<file path="config.mk">
export PLATFORM = sky130hd
export DESIGN_NAME = terminal_line_editor
export DESIGN_NICKNAME = d
export VERILOG_FILES = /design/src/rtl/tle_pkg.sv /design/src/rtl/tle_dp.sv /design/src/rtl/tle_ctrl.sv /design/src/rtl/terminal_line_editor.sv
export SDC_FILE = /design/constraint.sdc
export NUM_CORES = 1
export LEC_CHECK = 0
export BUFFER_PORTS_ARGS = -buffer_cell sky130_fd_sc_hd__buf_2
export CAP_MARGIN = 20
export CORE_ASPECT_RATIO = 0.75
export CORE_MARGIN = 5
export CORE_UTILIZATION = 50
export DETAILED_ROUTE_END_ITERATION = 16
export PLACE_DENSITY = 0.71
export SLEW_MARGIN = 10
export SYNTH_ARGS = -nofsm -noshare
export SYNTH_HDL_FRONTEND = slang
export SYNTH_HIERARCHICAL = 1
export SYNTH_SLANG_ARGS = --single-unit
export TNS_END_PERCENT = 1
</file>
<file path="constraint.sdc">
create_clock -name clk -period 5.1 [get_ports clk]
set_clock_uncertainty 0.15 [all_clocks]
set_input_delay 0.255 -clock clk [delete_from_list [all_inputs] [get_ports clk]]
set_output_delay 0.255 -clock clk [all_outputs]
set_load 0.01 [all_outputs]
</file>
<file path="src/rtl/tle_pkg.sv">
// ----------------------------------------------------------------------------
// tle_pkg: terminal line editor shared definitions
// Byte codes, phase and outcome codes, and the command and status structs
// that join the controller and the datapath.
// ----------------------------------------------------------------------------
package tle_pkg;

  // line store geometry
  localparam int LINE_BYTES = 32;
  localparam int ADDR_W     = $clog2(LINE_BYTES);
  localparam int CNT_W      = $clog2(LINE_BYTES + 1);
  localparam int CAP_W      = 6;

  // capacity register
  localparam logic [CAP_W-1:0] CAP_RESET = CAP_W'(32);
  localparam logic [CAP_W-1:0] CAP_MIN   = CAP_W'(2);
  localparam logic [CAP_W-1:0] CAP_MAX   = CAP_W'(LINE_BYTES);

  // byte codes
  localparam logic [7:0] CH_NUL      = 8'h00;
  localparam logic [7:0] CH_BS       = 8'h08;
  localparam logic [7:0] CH_LF       = 8'h0a;
  localparam logic [7:0] CH_CR       = 8'h0d;
  localparam logic [7:0] CH_ESC      = 8'h1b;
  localparam logic [7:0] CH_SPACE    = 8'h20;
  localparam logic [7:0] CH_C        = 8'h43;
  localparam logic [7:0] CH_D        = 8'h44;
  localparam logic [7:0] CH_LBRACKET = 8'h5b;
  localparam logic [7:0] CH_DEL      = 8'h7f;

  // input kinds
  localparam logic OP_BYTE    = 1'b0;
  localparam logic OP_SILENCE = 1'b1;

  // result channel and outcome codes
  localparam logic       CHAN_ECHO   = 1'b0;
  localparam logic       CHAN_LINE   = 1'b1;
  localparam logic [1:0] OUT_EDIT    = 2'd0;
  localparam logic [1:0] OUT_ACCEPT  = 2'd1;
  localparam logic [1:0] OUT_ABORT   = 2'd2;

  // escape phase codes
  localparam logic [1:0] ESC_IDLE = 2'd0;
  localparam logic [1:0] ESC_SEEN = 2'd1;
  localparam logic [1:0] ESC_CSI  = 2'd2;

  typedef enum logic [1:0] {
    CNT_HOLD = 2'd0,
    CNT_INC  = 2'd1,
    CNT_DEC  = 2'd2,
    CNT_CLR  = 2'd3
  } cnt_op_t;

  typedef enum logic [2:0] {
    IDX_HOLD   = 3'd0,
    IDX_ZERO   = 3'd1,
    IDX_LEN    = 3'd2,
    IDX_CUR    = 3'd3,
    IDX_CUR_P1 = 3'd4,
    IDX_INC    = 3'd5,
    IDX_DEC    = 3'd6
  } idx_op_t;

  typedef enum logic [1:0] {
    ADDR_IDX    = 2'd0,
    ADDR_IDX_M1 = 2'd1,
    ADDR_CUR    = 2'd2
  } addr_sel_t;

  typedef enum logic [1:0] {
    EMIT_CONST  = 2'd0,
    EMIT_RDATA  = 2'd1,
    EMIT_INBYTE = 2'd2
  } emit_sel_t;

  // controller to datapath
  typedef struct packed {
    logic       take;
    logic       rd;
    logic       wr;
    addr_sel_t  addr_sel;
    logic       wr_inbyte;
    idx_op_t    idx_op;
    cnt_op_t    len_op;
    cnt_op_t    cur_op;
    logic       esc_load;
    logic [1:0] esc_val;
    logic       emit;
    emit_sel_t  emit_sel;
    logic [7:0] emit_const;
    logic       emit_chan;
    logic [1:0] emit_outcome;
    logic       emit_last;
  } tle_cmd_t;

  // datapath to controller
  typedef struct packed {
    logic [1:0] esc;
    logic       idx_lt_len;
    logic       idx_eq_len;
    logic       idx_p1_eq_len;
    logic       idx_gt_cur;
    logic       cur_p1_eq_len;
    logic       cur_lt_len;
    logic       cur_nz;
    logic       full;
    logic       out_free;
  } tle_status_t;

endpackage

</file>
<file path="src/rtl/tle_dp.sv">
// ----------------------------------------------------------------------------
// tle_dp: terminal line editor datapath
// Line store, length, cursor, escape phase, walk index, capacity register
// and the result register.
// ----------------------------------------------------------------------------
module tle_dp (
  input  logic                      clk,
  input  logic                      rst,
  input  tle_pkg::tle_cmd_t         cmd,
  output tle_pkg::tle_status_t      stat,
  input  logic [7:0]                byte_value,
  input  logic                      cfg_valid,
  output logic                      cfg_ready,
  input  logic [tle_pkg::CAP_W-1:0] capacity,
  output logic                      out_valid,
  input  logic                      out_stall,
  output logic [7:0]                out_byte,
  output logic                      channel,
  output logic [1:0]                outcome,
  output logic                      last
);

  logic [7:0]                  mem [tle_pkg::LINE_BYTES];
  logic [7:0]                  rdata;
  logic [7:0]                  in_byte;
  logic [tle_pkg::CNT_W-1:0]   len;
  logic [tle_pkg::CNT_W-1:0]   cur;
  logic [tle_pkg::CNT_W-1:0]   idx;
  logic [tle_pkg::CNT_W-1:0]   idx_next;
  logic [tle_pkg::CNT_W-1:0]   idx_m1;
  logic [tle_pkg::CNT_W-1:0]   idx_p1;
  logic [tle_pkg::CNT_W-1:0]   cur_p1;
  logic [1:0]                  esc;
  logic [tle_pkg::CAP_W-1:0]   cap;
  logic [tle_pkg::CAP_W-1:0]   cap_eff;
  logic [tle_pkg::ADDR_W-1:0]  addr;
  logic [7:0]                  wdata;
  logic [7:0]                  emit_byte;
  logic                        out_free;

  // configuration: always ready; the user must write it only while idle, the block does not enforce this
  assign cfg_ready = 1'b1;

  always_ff @(posedge clk) begin
    if (rst) begin
      cap <= tle_pkg::CAP_RESET;
    end else if (cfg_valid && cfg_ready) begin
      cap <= capacity;
    end
  end

  // effective capacity saturates into the supported range
  always_comb begin
    if (cap < tle_pkg::CAP_MIN) begin
      cap_eff = tle_pkg::CAP_MIN;
    end else if (cap > tle_pkg::CAP_MAX) begin
      cap_eff = tle_pkg::CAP_MAX;
    end else begin
      cap_eff = cap;
    end
  end

  assign idx_m1 = idx - tle_pkg::CNT_W'(1);
  assign idx_p1 = idx + tle_pkg::CNT_W'(1);
  assign cur_p1 = cur + tle_pkg::CNT_W'(1);

  // line store address and write data
  always_comb begin
    case (cmd.addr_sel)
      tle_pkg::ADDR_IDX:    addr = idx[tle_pkg::ADDR_W-1:0];
      tle_pkg::ADDR_IDX_M1: addr = idx_m1[tle_pkg::ADDR_W-1:0];
      tle_pkg::ADDR_CUR:    addr = cur[tle_pkg::ADDR_W-1:0];
      default:              addr = idx[tle_pkg::ADDR_W-1:0];
    endcase
  end

  assign wdata = cmd.wr_inbyte ? in_byte : rdata;

  // single port line store with registered read
  always_ff @(posedge clk) begin
    if (cmd.wr) begin
      mem[addr] <= wdata;
    end
    if (cmd.rd) begin
      rdata <= mem[addr];
    end
  end

  // latched input byte
  always_ff @(posedge clk) begin
    if (cmd.take) begin
      in_byte <= byte_value;
    end
  end

  // walk index
  always_comb begin
    case (cmd.idx_op)
      tle_pkg::IDX_HOLD:   idx_next = idx;
      tle_pkg::IDX_ZERO:   idx_next = '0;
      tle_pkg::IDX_LEN:    idx_next = len;
      tle_pkg::IDX_CUR:    idx_next = cur;
      tle_pkg::IDX_CUR_P1: idx_next = cur_p1;
      tle_pkg::IDX_INC:    idx_next = idx_p1;
      tle_pkg::IDX_DEC:    idx_next = idx_m1;
      default:             idx_next = idx;
    endcase
  end

  // line state registers
  always_ff @(posedge clk) begin
    if (rst) begin
      idx <= '0;
      len <= '0;
      cur <= '0;
      esc <= tle_pkg::ESC_IDLE;
    end else begin
      idx <= idx_next;
      case (cmd.len_op)
        tle_pkg::CNT_INC: len <= len + tle_pkg::CNT_W'(1);
        tle_pkg::CNT_DEC: len <= len - tle_pkg::CNT_W'(1);
        tle_pkg::CNT_CLR: len <= '0;
        default:          len <= len;
      endcase
      case (cmd.cur_op)
        tle_pkg::CNT_INC: cur <= cur_p1;
        tle_pkg::CNT_DEC: cur <= cur - tle_pkg::CNT_W'(1);
        tle_pkg::CNT_CLR: cur <= '0;
        default:          cur <= cur;
      endcase
      if (cmd.esc_load) begin
        esc <= cmd.esc_val;
      end
    end
  end

  // result byte selection
  always_comb begin
    case (cmd.emit_sel)
      tle_pkg::EMIT_CONST:  emit_byte = cmd.emit_const;
      tle_pkg::EMIT_RDATA:  emit_byte = rdata;
      tle_pkg::EMIT_INBYTE: emit_byte = in_byte;
      default:              emit_byte = cmd.emit_const;
    endcase
  end

  assign out_free = !out_valid || !out_stall;

  // result register
  always_ff @(posedge clk) begin
    if (rst) begin
      out_valid <= 1'b0;
    end else if (cmd.emit) begin
      out_valid <= 1'b1;
    end else if (!out_stall) begin
      out_valid <= 1'b0;
    end
  end

  always_ff @(posedge clk) begin
    if (cmd.emit) begin
      out_byte <= emit_byte;
      channel  <= cmd.emit_chan;
      outcome  <= cmd.emit_outcome;
      last     <= cmd.emit_last;
    end
  end

  // status to the controller
  always_comb begin
    stat.esc           = esc;
    stat.idx_lt_len    = idx < len;
    stat.idx_eq_len    = idx == len;
    stat.idx_p1_eq_len = idx_p1 == len;
    stat.idx_gt_cur    = idx > cur;
    stat.cur_p1_eq_len = cur_p1 == len;
    stat.cur_lt_len    = cur < len;
    stat.cur_nz        = cur != '0;
    stat.full          = tle_pkg::CAP_W'(len) >= (cap_eff - tle_pkg::CAP_W'(1));
    stat.out_free      = out_free;
  end

  // checks
  a_cur_within_line: assert property (@(posedge clk) disable iff (rst)
    cur <= len)
    else $error("cursor beyond end of line");

  a_len_bounded: assert property (@(posedge clk) disable iff (rst)
    len <= tle_pkg::CNT_W'(tle_pkg::LINE_BYTES - 1))
    else $error("line length beyond store");

  a_emit_needs_slot: assert property (@(posedge clk) disable iff (rst)
    cmd.emit |-> out_free)
    else $error("result written over a held result");

  a_single_port: assert property (@(posedge clk) disable iff (rst)
    cmd.wr |-> !cmd.rd)
    else $error("line store read and written together");

  a_clear_after_final: assert property (@(posedge clk) disable iff (rst)
    (cmd.emit && cmd.emit_last && (cmd.emit_outcome != tle_pkg::OUT_EDIT))
    |=> (len == '0 && cur == '0 && esc == tle_pkg::ESC_IDLE))
    else $error("line not cleared after accept or abort");

endmodule

</file>
<file path="src/rtl/tle_ctrl.sv">
// ----------------------------------------------------------------------------
// tle_ctrl: terminal line editor controller
// Decodes each accepted transaction and sequences the store moves and the
// result bytes one step at a time.
// ----------------------------------------------------------------------------
module tle_ctrl (
  input  logic                  clk,
  input  logic                  rst,
  input  logic                  in_valid,
  output logic                  in_stall,
  input  logic                  op,
  input  logic [7:0]            byte_value,
  input  tle_pkg::tle_status_t  stat,
  output tle_pkg::tle_cmd_t     cmd
);

  typedef enum logic [18:0] {
    ST_IDLE    = 19'd1,
    ST_ISH     = 19'd2,
    ST_ISH_WR  = 19'd4,
    ST_INS_WR  = 19'd8,
    ST_BSH     = 19'd16,
    ST_BSH_WR  = 19'd32,
    ST_BS_HEAD = 19'd64,
    ST_TAIL_RD = 19'd128,
    ST_TAIL_EM = 19'd256,
    ST_SPACE   = 19'd512,
    ST_BS_RUN  = 19'd1024,
    ST_NL      = 19'd2048,
    ST_LINE_RD = 19'd4096,
    ST_LINE_EM = 19'd8192,
    ST_TERM    = 19'd16384,
    ST_ABORT   = 19'd32768,
    ST_ARW0    = 19'd65536,
    ST_ARW1    = 19'd131072,
    ST_ARW2    = 19'd262144
  } state_t;

  state_t state;
  state_t state_next;
  logic   ins_mode;
  logic   ins_mode_next;
  logic   sil;
  logic   bs_more;

  assign in_stall = (state != ST_IDLE);
  assign sil      = (op == tle_pkg::OP_SILENCE);
  assign bs_more  = stat.idx_lt_len || (!ins_mode && stat.idx_eq_len);

  always_ff @(posedge clk) begin
    if (rst) begin
      state    <= ST_IDLE;
      ins_mode <= 1'b0;
    end else begin
      state    <= state_next;
      ins_mode <= ins_mode_next;
    end
  end

  always_comb begin
    cmd           = '0;
    state_next    = state;
    ins_mode_next = ins_mode;
    case (state)
      // decode the incoming transaction
      ST_IDLE: begin
        if (in_valid) begin
          cmd.take = 1'b1;
          if (stat.esc == tle_pkg::ESC_SEEN) begin
            if (!sil && byte_value == tle_pkg::CH_LBRACKET) begin
              cmd.esc_load = 1'b1;
              cmd.esc_val  = tle_pkg::ESC_CSI;
            end else begin
              state_next = ST_ABORT;
            end
          end else if (stat.esc == tle_pkg::ESC_CSI) begin
            cmd.esc_load = 1'b1;
            cmd.esc_val  = tle_pkg::ESC_IDLE;
            if (!sil && byte_value == tle_pkg::CH_C && stat.cur_lt_len) begin
              cmd.cur_op = tle_pkg::CNT_INC;
              state_next = ST_ARW0;
            end else if (!sil && byte_value == tle_pkg::CH_D && stat.cur_nz) begin
              cmd.cur_op = tle_pkg::CNT_DEC;
              state_next = ST_ARW0;
            end
          end else if (sil) begin
            cmd.idx_op = tle_pkg::IDX_ZERO;
            state_next = ST_LINE_RD;
          end else if (byte_value == tle_pkg::CH_ESC) begin
            cmd.esc_load = 1'b1;
            cmd.esc_val  = tle_pkg::ESC_SEEN;
          end else if (byte_value == tle_pkg::CH_CR || byte_value == tle_pkg::CH_LF) begin
            state_next = ST_NL;
          end else if (byte_value == tle_pkg::CH_DEL || byte_value == tle_pkg::CH_BS) begin
            if (stat.cur_nz) begin
              cmd.idx_op    = tle_pkg::IDX_CUR;
              ins_mode_next = 1'b0;
              state_next    = ST_BSH;
            end
          end else if (byte_value >= tle_pkg::CH_SPACE && byte_value < tle_pkg::CH_DEL
                       && !stat.full) begin
            cmd.idx_op    = tle_pkg::IDX_LEN;
            ins_mode_next = 1'b1;
            state_next    = ST_ISH;
          end
        end
      end
      // open a gap at the cursor, top entry first
      ST_ISH: begin
        if (stat.idx_gt_cur) begin
          cmd.rd       = 1'b1;
          cmd.addr_sel = tle_pkg::ADDR_IDX_M1;
          state_next   = ST_ISH_WR;
        end else begin
          state_next = ST_INS_WR;
        end
      end
      ST_ISH_WR: begin
        cmd.wr       = 1'b1;
        cmd.addr_sel = tle_pkg::ADDR_IDX;
        cmd.idx_op   = tle_pkg::IDX_DEC;
        state_next   = ST_ISH;
      end
      ST_INS_WR: begin
        cmd.wr        = 1'b1;
        cmd.wr_inbyte = 1'b1;
        cmd.addr_sel  = tle_pkg::ADDR_CUR;
        cmd.len_op    = tle_pkg::CNT_INC;
        cmd.idx_op    = tle_pkg::IDX_CUR;
        state_next    = ST_TAIL_RD;
      end
      // close the gap before the cursor, bottom entry first
      ST_BSH: begin
        if (stat.idx_lt_len) begin
          cmd.rd       = 1'b1;
          cmd.addr_sel = tle_pkg::ADDR_IDX;
          state_next   = ST_BSH_WR;
        end else begin
          cmd.len_op = tle_pkg::CNT_DEC;
          cmd.cur_op = tle_pkg::CNT_DEC;
          state_next = ST_BS_HEAD;
        end
      end
      ST_BSH_WR: begin
        cmd.wr       = 1'b1;
        cmd.addr_sel = tle_pkg::ADDR_IDX_M1;
        cmd.idx_op   = tle_pkg::IDX_INC;
        state_next   = ST_BSH;
      end
      ST_BS_HEAD: begin
        if (stat.out_free) begin
          cmd.emit       = 1'b1;
          cmd.emit_sel   = tle_pkg::EMIT_CONST;
          cmd.emit_const = tle_pkg::CH_BS;
          cmd.idx_op     = tle_pkg::IDX_CUR;
          state_next     = ST_TAIL_RD;
        end
      end
      // echo the tail from the cursor
      ST_TAIL_RD: begin
        if (stat.idx_lt_len) begin
          cmd.rd       = 1'b1;
          cmd.addr_sel = tle_pkg::ADDR_IDX;
          state_next   = ST_TAIL_EM;
        end else if (ins_mode) begin
          cmd.cur_op = tle_pkg::CNT_INC;
          cmd.idx_op = tle_pkg::IDX_CUR_P1;
          state_next = ST_BS_RUN;
        end else begin
          state_next = ST_SPACE;
        end
      end
      ST_TAIL_EM: begin
        if (stat.out_free) begin
          cmd.emit      = 1'b1;
          cmd.emit_sel  = tle_pkg::EMIT_RDATA;
          cmd.emit_last = ins_mode && stat.idx_p1_eq_len && stat.cur_p1_eq_len;
          cmd.idx_op    = tle_pkg::IDX_INC;
          state_next    = ST_TAIL_RD;
        end
      end
      ST_SPACE: begin
        if (stat.out_free) begin
          cmd.emit       = 1'b1;
          cmd.emit_sel   = tle_pkg::EMIT_CONST;
          cmd.emit_const = tle_pkg::CH_SPACE;
          cmd.idx_op     = tle_pkg::IDX_CUR;
          state_next     = ST_BS_RUN;
        end
      end
      // walk the terminal cursor back
      ST_BS_RUN: begin
        if (bs_more) begin
          if (stat.out_free) begin
            cmd.emit       = 1'b1;
            cmd.emit_sel   = tle_pkg::EMIT_CONST;
            cmd.emit_const = tle_pkg::CH_BS;
            cmd.emit_last  = ins_mode ? stat.idx_p1_eq_len : stat.idx_eq_len;
            cmd.idx_op     = tle_pkg::IDX_INC;
          end
        end else begin
          state_next = ST_IDLE;
        end
      end
      // line accepted
      ST_NL: begin
        if (stat.out_free) begin
          cmd.emit         = 1'b1;
          cmd.emit_sel     = tle_pkg::EMIT_CONST;
          cmd.emit_const   = tle_pkg::CH_LF;
          cmd.emit_chan    = tle_pkg::CHAN_ECHO;
          cmd.emit_outcome = tle_pkg::OUT_ACCEPT;
          cmd.idx_op       = tle_pkg::IDX_ZERO;
          state_next       = ST_LINE_RD;
        end
      end
      ST_LINE_RD: begin
        if (stat.idx_lt_len) begin
          cmd.rd       = 1'b1;
          cmd.addr_sel = tle_pkg::ADDR_IDX;
          state_next   = ST_LINE_EM;
        end else begin
          state_next = ST_TERM;
        end
      end
      ST_LINE_EM: begin
        if (stat.out_free) begin
          cmd.emit         = 1'b1;
          cmd.emit_sel     = tle_pkg::EMIT_RDATA;
          cmd.emit_chan    = tle_pkg::CHAN_LINE;
          cmd.emit_outcome = tle_pkg::OUT_ACCEPT;
          cmd.idx_op       = tle_pkg::IDX_INC;
          state_next       = ST_LINE_RD;
        end
      end
      ST_TERM: begin
        if (stat.out_free) begin
          cmd.emit         = 1'b1;
          cmd.emit_sel     = tle_pkg::EMIT_CONST;
          cmd.emit_const   = tle_pkg::CH_NUL;
          cmd.emit_chan    = tle_pkg::CHAN_LINE;
          cmd.emit_outcome = tle_pkg::OUT_ACCEPT;
          cmd.emit_last    = 1'b1;
          cmd.len_op       = tle_pkg::CNT_CLR;
          cmd.cur_op       = tle_pkg::CNT_CLR;
          cmd.esc_load     = 1'b1;
          cmd.esc_val      = tle_pkg::ESC_IDLE;
          state_next       = ST_IDLE;
        end
      end
      // bare escape aborts the line
      ST_ABORT: begin
        if (stat.out_free) begin
          cmd.emit         = 1'b1;
          cmd.emit_sel     = tle_pkg::EMIT_CONST;
          cmd.emit_const   = tle_pkg::CH_LF;
          cmd.emit_chan    = tle_pkg::CHAN_ECHO;
          cmd.emit_outcome = tle_pkg::OUT_ABORT;
          cmd.emit_last    = 1'b1;
          cmd.len_op       = tle_pkg::CNT_CLR;
          cmd.cur_op       = tle_pkg::CNT_CLR;
          cmd.esc_load     = 1'b1;
          cmd.esc_val      = tle_pkg::ESC_IDLE;
          state_next       = ST_IDLE;
        end
      end
      // arrow echo
      ST_ARW0: begin
        if (stat.out_free) begin
          cmd.emit       = 1'b1;
          cmd.emit_sel   = tle_pkg::EMIT_CONST;
          cmd.emit_const = tle_pkg::CH_ESC;
          state_next     = ST_ARW1;
        end
      end
      ST_ARW1: begin
        if (stat.out_free) begin
          cmd.emit       = 1'b1;
          cmd.emit_sel   = tle_pkg::EMIT_CONST;
          cmd.emit_const = tle_pkg::CH_LBRACKET;
          state_next     = ST_ARW2;
        end
      end
      ST_ARW2: begin
        if (stat.out_free) begin
          cmd.emit      = 1'b1;
          cmd.emit_sel  = tle_pkg::EMIT_INBYTE;
          cmd.emit_last = 1'b1;
          state_next    = ST_IDLE;
        end
      end
      default: begin
        state_next = ST_IDLE;
      end
    endcase
  end

endmodule

</file>
<file path="src/rtl/terminal_line_editor.sv">
// ----------------------------------------------------------------------------
// terminal_line_editor: console line editor with cursor
// Keeps one edit line, echoes redraws and emits the finished line.
// ----------------------------------------------------------------------------
// One transaction is taken at a time: the input stalls until the block is
// idle again. A byte that produces no output (escape start, ignored byte,
// refused insert, unmatched arrow) is handled without leaving idle. Other
// work runs through the single-port line store, which makes one access per
// cycle with a registered read. An insert or a delete reads and writes each
// character moved, reads and emits each tail byte echoed, and emits one
// backspace per step back. A completed arrow key emits ESC, [ and the
// direction byte, an abort a line feed, and an accepted line its characters
// and a zero terminator on the line channel, after a line feed when ended by
// CR or LF. A result is held while the output is stalled. Capacity writes
// are taken at any time and must only be made while the block is idle.
// ----------------------------------------------------------------------------
module terminal_line_editor (
  input  logic                      clk,
  input  logic                      rst,
  input  logic                      in_valid,
  output logic                      in_stall,
  input  logic                      op,
  input  logic [7:0]                byte_value,
  output logic                      out_valid,
  input  logic                      out_stall,
  output logic [7:0]                out_byte,
  output logic                      channel,
  output logic [1:0]                outcome,
  output logic                      last,
  input  logic                      cfg_valid,
  output logic                      cfg_ready,
  input  logic [tle_pkg::CAP_W-1:0] capacity
);

  tle_pkg::tle_cmd_t    cmd;
  tle_pkg::tle_status_t stat;

  // sequencing
  tle_ctrl u_ctrl (
    .clk        (clk),
    .rst        (rst),
    .in_valid   (in_valid),
    .in_stall   (in_stall),
    .op         (op),
    .byte_value (byte_value),
    .stat       (stat),
    .cmd        (cmd)
  );

  // storage and result register
  tle_dp u_dp (
    .clk        (clk),
    .rst        (rst),
    .cmd        (cmd),
    .stat       (stat),
    .byte_value (byte_value),
    .cfg_valid  (cfg_valid),
    .cfg_ready  (cfg_ready),
    .capacity   (capacity),
    .out_valid  (out_valid),
    .out_stall  (out_stall),
    .out_byte   (out_byte),
    .channel    (channel),
    .outcome    (outcome),
    .last       (last)
  );

endmodule

</file>
[Word-level counts from Yosys, hierarchy flattened]
Memories as Yosys holds them, arrays and structs flattened. A register that Yosys moved wholly into a read port is not among the register bits.
Index checks and enable logic that the tools add are counted.
Word-level totals
  bits in registers: 67
  memory bits (writable): 256
  input port bits: 20
  output and inout port bits: 15
  logic and storage cells: 230
  memories kept: 1
Memories
  u_dp.mem: depth 32, bits a word 8, read ports 1, clocked after Yosys merged registers in 1, wr ports 1, line tle_dp.sv:23  | logic [7:0] mem [tle_pkg::LINE_BYTES];
Cells by class
  $add $sub $neg: 7
  order comparisons: 8
  eq/ne operators: 64
  multiplexer cells: 99
  bitwise logic cells: 5
  reductions and logical operators: 33
Operators with widths (count)
  19-bit 2-to-1 mux: 20
  19-bit case mux with 15 select lines: 1
  11-bit 2-to-1 mux: 6
  8-bit case mux with 8 select lines: 1
  3-bit 2-to-1 mux: 17
  22-bit 2-to-1 mux: 2
  6-bit case mux with 3 select lines: 2
  6-bit case mux with 6 select lines: 1
  8-bit by 7-bit equality test with 1-bit output, second input constant: 4
  3-bit case mux with 10 select lines: 1
  3-bit case mux with 9 select lines: 1
  8-bit by 4-bit equality test with 1-bit output, second input constant: 3
  6-bit by 1-bit subtractor with 6-bit output, second input constant: 4
  1-bit 2-to-1 mux: 21
  19-bit by 1-bit equality test with 1-bit output, second input constant: 1
  19-bit by 10-bit equality test with 1-bit output, second input constant: 1
  19-bit by 11-bit equality test with 1-bit output, second input constant: 1
  19-bit by 12-bit equality test with 1-bit output, second input constant: 1
  19-bit by 13-bit equality test with 1-bit output, second input constant: 1
  19-bit by 14-bit equality test with 1-bit output, second input constant: 1
  19-bit by 15-bit equality test with 1-bit output, second input constant: 1
  19-bit by 16-bit equality test with 1-bit output, second input constant: 1
  19-bit by 17-bit equality test with 1-bit output, second input constant: 1
  19-bit by 18-bit equality test with 1-bit output, second input constant: 1
  60 further kinds: 122

[Longest topological paths before layout]
Gate-level depths: netlist of the first run.
  depth in word-level cells: 18
  gate-level depth with buffers: 21
  gate-level depth less buffers: 19

[By module]
Netlist of the first run, hierarchy kept.
Modules (own cells, without submodules)
  tle_dp: times used 1, cells an instance 876, area an instance 13783.2 um^2, seq. area each 9068.7 um^2
  tle_ctrl: times used 1, cells an instance 253, area an instance 1928.1 um^2, seq. area each 400.4 um^2

[Worst setup path before layout of the first run]
No wires, ideal clock.
  path type: register to register
  start: register u_dp/cur[1] (netlist bit)
  end: memory u_dp.mem[11][0] (enable)
  setup time: 0.370 ns
  arrival: 3.722 ns
  data required time: 4.580 ns
  slack: 0.858 ns
  stages on the path, launching flop included: 20
  path buffers: 4
  clock period less this slack: 4.242 ns
  cells stage by stage: dfxtp_1 inv_1 ha_1 nor2b_1 o21a_1 o21a_1 o21a_1 o21ai_0 a32oi_1 a21o_2 inv_1 ha_1 buf_2 nand2b_1 o31a_1 buf_6 buf_6 buf_2 nand3_1 nor2_1
RTL lines
  from (decl): line tle_dp.sv:27  | logic [tle_pkg::CNT_W-1:0] cur;
  from (signal assigned): line tle_dp.sv:126  | tle_pkg::CNT_INC: cur <= cur_p1;
  from (signal assigned): line tle_dp.sv:127  | tle_pkg::CNT_DEC: cur <= cur - tle_pkg::CNT_W'(1);
  from (signal assigned): line tle_dp.sv:129  | default: cur <= cur;
  to (decl): line tle_dp.sv:23

==> flow_metrics.tcl, run 1 <==
set metrics [dict create \
    dieArea_mm2 0.0351 \
    setup_violations 0 \
    grt_usage_pct 21.6 \
    grt_max_degree 36 \
    grt-ovfl-total 0 \
    setup_tns_ns 0 \
    cp.arrival_ns 4.95 \
    syn_avg_cell_area_um2 13.9 \
    antenna_found_initial 0 \
    start_util_pct 50.5 \
    final_area_mm2 0.0180 \
    setup_ws_ns 0.249 \
    power.density_mw_per_mm2 336 \
    status "completed" \
    wl_mm 37.7 \
    synth_ff_type "edfxtp_1" \
    reg2reg_to "u_dp/rdata[5]" \
    ant_nets 0 \
    h-tree-depth 2 \
    relSlewSlack_pct 40.4 \
    synth_edf_count 284 \
    place_area_mm2 0.0166 \
    timing.reg2reg.setup_slack_ns 0.25 \
    cts_tree "done" \
    ys_seq_area_share_pct 60.3 \
    hold_path.startpoint "rst" \
    synth_cell_types 90 \
    wl_per_cell_um 22.6 \
    post-route-min-period_ns 4.85 \
    num_rows 56 \
    peakVddDrop_mv 0.210 \
    root_buffer "clkbuf_16" \
    port_buffers 33 \
    hpwlAfterDp_mm 25.7 \
    whs_ns 0.0357 \
    power_leakage_nw 6.28 \
    ys_warn_count 6 \
    start_kind "flop" \
    drtIter0Drc 1435 \
    worstPathRequired_ns 5.20 \
    diodes 0 \
    clock-sinks 331 \
    io_pins 35 \
    dieHeight_um 164 \
    synthToLayoutAreaGrowth_pct 14.6 \
    cts_buffers 34 \
    endpoint_kind "flop" \
    fillers 2423 \
    fmax_mhz 206 \
    drt_first_pass_iters 5 \
    clock_path_buffers 3 \
    coreArea_mm2 0.0311 \
    cp-startpoint "u_dp/cur[1]" \
    drive_above_1_share_pct 21.6 \
    r2r-start "u_dp/cur[1]" \
    syn_area_mm2 0.0157 \
    fp.dieW_um 215 \
    place_congestion 0.893 \
    grt_pass1_vias 9850 \
    hold_viol_final 0 \
    vias 10200 \
    fin_crit_sh_pct 95.1 \
    ys_async_sr_fraction_pct 0 \
    grt_pass1_wl_mm 59.0 \
    worst_slew_pin_slew_ns 0.885 \
    reg2reg_depth 17 \
    post-place-ws_ns 0.159 \
    setup.worst_path.end "u_dp/rdata[5]" \
    rsz0062_at_grt "true" \
    clk_latency_ns 0.53 \
    final_common_cell "edfxtp_1" \
    path_clk_slew_ns 0.06 \
    drcViolationCount 0 \
    fin_util_pct 57.9 \
    layout_common_cells "edfxtp_1 (284), nor2_1 (93), buf_4 (66), mux4_2 (56), nand2_1 (55)" \
    multi_input_area_mm2 0.00581 \
    path_max_fanout 11 \
    path_class "reg2reg" \
    final_nets 1299 \
    regArea_mm2 0.00947 \
    holdCritPathClass "in2reg" \
    drv_cap 0 \
    drv_slew 0 \
    ys_ff_latch 331 \
    netlist_instances 1129 \
    viasPerCell 6.12 \
]
==> how the worst min path moves through the flow <==
stage | to | slack [ns] | cells past startpoint
2_1_floorplan | u_dp/idx[2] | 0.18 | 1
3_3_place_gp | u_dp/cap[5] | 0.32 | 3
3_5_place_dp | u_dp/cap[5] | 0.34 | 3
4_1_cts | u_dp/idx[1] | 0.01 | 2
5_1_grt | u_dp/idx[1] | 0.05 | 2
6_report | u_dp/idx[1] | 0.04 | 2
==> synth_stat cells (8+ instances only) <==
library cell / number / share of area [%]
xnor2_1: 23 / 1.3
nand4_1: 16 / 0.64
nor2_1: 93 / 2.2
ha_1: 41 / 3.3
nor3b_1: 10 / 0.48
clkbuf_1: 21 / 0.50
nand2_1: 55 / 1.3
nand2b_1: 14 / 0.56
buf_6: 8 / 0.57
mux4_2: 56 / 8.0
a21oi_1: 29 / 0.92
nand3b_1: 10 / 0.48
dfxtp_1: 47 / 6.0
nor3_1: 16 / 0.51
buf_2: 17 / 0.54
inv_1: 38 / 0.91
o21ai_0: 40 / 1.3
mux2_2: 11 / 0.79
a22oi_1: 35 / 1.7
buf_4: 10 / 0.48
a21o_1: 14 / 0.67
nand3_1: 23 / 0.73
nor2b_1: 12 / 0.48
mux2i_1: 19 / 1.2
a32oi_1: 9 / 0.50
o21a_1: 13 / 0.62
xor2_1: 11 / 0.61
and2_1: 14 / 0.56
edfxtp_1: 284 / 54
==> report_power, final <==
group / leakage (nW) / internal [mW] / switching (mW) / total (mW)
clock network: 0.535 / 1.40 / 1.07 / 2.46
logic: 2.79 / 0.261 / 0.366 / 0.627
registers: 2.96 / 2.94 / 0.0221 / 2.97
==> sequential cells by signal, summed over array words and instances (netlist names) <==
signal	cells
u_ctrl/ins_mode	1
u_ctrl/state	19
u_dp/cap	6
u_dp/channel	1
u_dp/cur	6
u_dp/esc	2
u_dp/idx	6
u_dp/in_byte	8
u_dp/last	1
u_dp/len	6
u_dp/mem	256
u_dp/out_byte	8
u_dp/out_valid	1
u_dp/outcome	2
u_dp/rdata	8
==> cell type report <==
cell class | instances | share of cell area, %
Clock buffer | 36 | 4.77
Multi-Input combinational cell | 703 | 32.2
Inverter | 40 | 0.834
Clock inverter | 25 | 1.33
Timing Repair Buffer | 127 | 5.42
Tap cell | 406 | 2.82
Sequential cell | 331 | 52.6
==> worst max-delay path, stage by stage, from the launching register on <==
cell     delay [ns]
dfxtp_1        0.46
inv_1          0.19
ha_1           0.33
nor2b_1        0.14
o21a_1         0.11
o21a_1         0.11
o21a_1         0.10
o21ai_0        0.06
a32oi_1        0.28
a21o_2         0.20
inv_1          0.05
ha_1           0.50
nor2b_1        0.34
a31o_4         0.26
buf_12         0.17
mux4_2         0.50
a32oi_1        0.47
nand4_1        0.16
==> routing by layer <==
| metal | vias up | track usage, % | routed length, um |
|---|---|---|---|
| met5 | - | 0 | 0 |
| met4 | 0 | 4.04 | 442 |
| met3 | 38 | 4.17 | 3260 |
| met2 | 429 | 32.3 | 16600 |
| met1 | 5121 | 33.5 | 17400 |
| li1 | 4628 | - | - |
==> metrics by stage <==
stage          instances  power (mW)
2_1_floorplan       1131        3.46
6_report            1668        6.05
4_1_cts             1663        6.08
5_1_grt             1668        6.27
3_5_place_dp        1579        3.62
3_3_place_gp        1579        3.61
==> cells by family (layout without fill, tap and decap cells) <==
family	after synthesis	count (layout)	share of synthesized area, %
muxes	87	87	10.1
AOI/OAI and AO/OA	218	218	9.77
DFF	331	331	60.3
xor gates and xnor gates	34	34	1.90
and+or+nand+nor	318	318	11.4
buffers and inverters	97	228	3.07
other	2	4	0.0478
adders and majority gates	42	42	3.39
==> what timing repair did <==
item                       CTS  global route
gates resized for setup      0             5
hold buffers                23             0
hold endpoints to repair    16             0
setup endpoints to repair    0            86
buffers inserted             0             4
Power figures use the tool's default switching activity.
==> run 2: changes to the inputs <==
--- a/config.mk
+++ b/config.mk
@@ -7,11 +7,10 @@
 export LEC_CHECK = 0
 export BUFFER_PORTS_ARGS = -buffer_cell sky130_fd_sc_hd__buf_2
 export CAP_MARGIN = 20
-export CORE_ASPECT_RATIO = 0.75
 export CORE_MARGIN = 5
-export CORE_UTILIZATION = 50
+export CORE_UTILIZATION = 45
 export DETAILED_ROUTE_END_ITERATION = 16
-export PLACE_DENSITY = 0.71
+export PLACE_DENSITY = 0.66
 export SLEW_MARGIN = 10
 export SYNTH_ARGS = -nofsm -noshare
 export SYNTH_HDL_FRONTEND = slang
==> run 2 against run 1 <==
  * Die area increased by 10%
  * Routed wire length increased by 2.5%
  * Sequential power about the same
  * Clock power increased by 9.3%
  * Clock-buffer cell count increased by 5
  * Final cell count increased by 3.2%
  * Sequential share of layout area decreased by 0.47 points
  * Critical endpoint is now u_dp/mem[17][3]
  * Highest routed layer unchanged
==> flow_metrics.tcl, run 2 (same netlist as run 1, synthesis figures left out) <==
set metrics [dict create \
    fp.dieW_um 197 \
    drive_above_1_share_pct 21.2 \
    grt_max_degree 39 \
    status "completed" \
    cp.arrival_ns 4.83 \
    final_nets 1301 \
    switching_share_pct 23.8 \
    hold_viol_final 0 \
    drcViolationCount 0 \
    cpLargestDelayFamily "compound AO/OA/AOI/OAI gates" \
    drv_slew 0 \
    power.share.combinational_pct 10.0 \
    hold_path.startpoint "in_valid" \
    io_pins 35 \
    worst_slew_pin_slew_ns 1.07 \
    power_leakage_nw 6.33 \
    path_clk_slew_ns 0.07 \
    endpoint_kind "flop" \
    crit_top_cell "o21a_1" \
    clkPwrFrac_pct 42.8 \
    drv_cap 0 \
    final_area_mm2 0.0182 \
    p_seq_share_pct 47.1 \
    dr_wl_met3_mm 2.44 \
    clock-sinks 331 \
    top_layer "met4" \
    synthToLayoutAreaGrowth_pct 15.6 \
    crit_buf_inv 3 \
    wl_mm 38.6 \
    dieHeight_um 197 \
    setup_tns_ns 0 \
    stdcell_count 1722 \
    timing.reg2reg.setup_slack_ns 0.35 \
    top_register "u_dp/mem" \
    rsz0062_at_grt "false" \
    antenna_found_initial 0 \
    dp_cells 1632 \
    start_util_pct 45.5 \
    largest_register_ffs 256 \
    switching_power_mw 1.50 \
    crit_chain "inv_1 > ha_1 > nor2b_1 > o21a_1 > o21a_1 > o21a_1 > o21ai_0 > a32oi_1 > a21o_2 > inv_1 > ha_1 > nor2b_4 > a31oi_1 > nand3_1 > nor2_1 > buf_4" \
    dieArea_mm2 0.0387 \
    p_total_mw 6.29 \
    clock_path_buffers 3 \
    setup_violations 0 \
    ant_nets 0 \
    cts_buffers 36 \
    post-route-min-period_ns 4.75 \
    cts_tree "done" \
    h-tree-depth 2 \
    r2r-start "u_dp/cur[1]" \
    path_class "reg2reg" \
    grt_pass1_wl_mm 59.5 \
    wl_met1_mm 16.3 \
    relSlewSlack_pct 28.6 \
    peakVddDrop_mv 0.328 \
    final_common_cell "edfxtp_1" \
    min_delay_path_depth 5 \
    place_congestion 0.926 \
    reg2reg_depth 16 \
    clk_latency_ns 0.54 \
    coreArea_mm2 0.0345 \
    fin_crit_sh_pct 93.2 \
    power.density_mw_per_mm2 346 \
    grt-ovfl-total 0 \
    drt_first_pass_iters 6 \
    grt_pass1_vias 10100 \
    wl_met2_mm 18.4 \
    port_buffers 33 \
    crit_slowest_cell "a31oi_1" \
    path_max_fanout 12 \
    viasPerCell 5.91 \
    layout_common_cells "edfxtp_1 (284), nor2_1 (93), buf_4 (68), mux4_2 (56), nand2_1 (55)" \
    wl_per_cell_um 22.4 \
    cts_setup_buffers 0 \
    num_rows 68 \
    intPower_mw 4.80 \
    hold_end "u_ctrl/state[16]" \
    start_kind "flop" \
    diodes 0 \
    reg_top3 "u_dp/mem (256), u_ctrl/state (19)" \
    worstPathRequired_ns 5.18 \
    slowest_delay_ns 0.78 \
    vias 10200 \
    drtIter0Drc 823 \
    root_buffer "clkbuf_16" \
    grt_usage_pct 19.6 \
    hpwlAfterDp_mm 26.0 \
    holdCritPathClass "in2reg" \
    place_area_mm2 0.0167 \
    fmax_mhz 210 \
    reg2reg_to "u_dp/mem[17][3]" \
]
## run 2: cell types whose count changed in the layout (fill, tap and decap cells not counted), sizes merged
cell	change
buf	-1
bufinv	+2
clkbuf	+5
a31o	+1
clkinv	+3
clkinvlp	-1
inv	-4
## run 2: worst max path at each step
stage / start / to / depth (start not counted)
3_5_place_dp: u_dp/cur[1] / u_dp/rdata[0] / 17
3_3_place_gp: u_dp/cur[1] / u_dp/rdata[6] / 18
2_1_floorplan: u_dp/cur[1] / u_dp/mem[11][0] / 19
4_1_cts: u_dp/cur[1] / u_dp/rdata[4] / 17
6_report: u_dp/cur[1] / u_dp/mem[17][3] / 16
5_1_grt: u_dp/cur[1] / u_dp/mem[17][4] / 16
## run 2: worst min-delay path, stage by stage
cell and delay, ns:
buf_2 0.12, o211ai_1 0.10, a21oi_2 0.06, nand4_1 0.09, a21oi_1 0.06
## run 2: metal layers
layer	vias to the layer above	GRT usage [%]
met5	-	0
met4	0	7.37
met3	91	2.68
met2	352	31.9
met1	5083	27.1
li1	4653	-
## run 2: area by class of cell
cell class / count / area [um2]
Multi-Input combinational cell: 704 / 5800
Clock buffer: 41 / 941
Tap cell: 455 / 569
Fill cell: 2887 / 16400
Timing Repair Buffer: 126 / 946
Sequential cell: 331 / 9470
Clock inverter: 25 / 293
Inverter: 40 / 150
## run 2: power by group through the flow
stage | sequential, mW | clock [mW] | combinational [mW]
after floorplan | 3.02 | 0 | 0.439
after detailed placement | 3.02 | 0 | 0.603
after global routing | 2.97 | 2.87 | 0.678
after CTS | 2.97 | 2.75 | 0.624
after global placement | 3.02 | 0 | 0.599
final | 2.97 | 2.69 | 0.632
## run 2: metrics by stage
step	hold slack, ns	utilization (%)	setup WS (ns)
floorplan	0.177	-	0.858
global placement	0.337	48.3	0.259
detailed placement	0.350	48.3	0.278
CTS	0.0290	52.5	0.243
global route	0.0755	52.6	0.0693
finish	0.0606	52.6	0.347
## run 2: timing repair
item	4_1_cts	5_1_grt
resized for setup	0	3
endpoints found under the setup margin	0	37
hold buffers	23	0
hold endpoints to repair	16	0
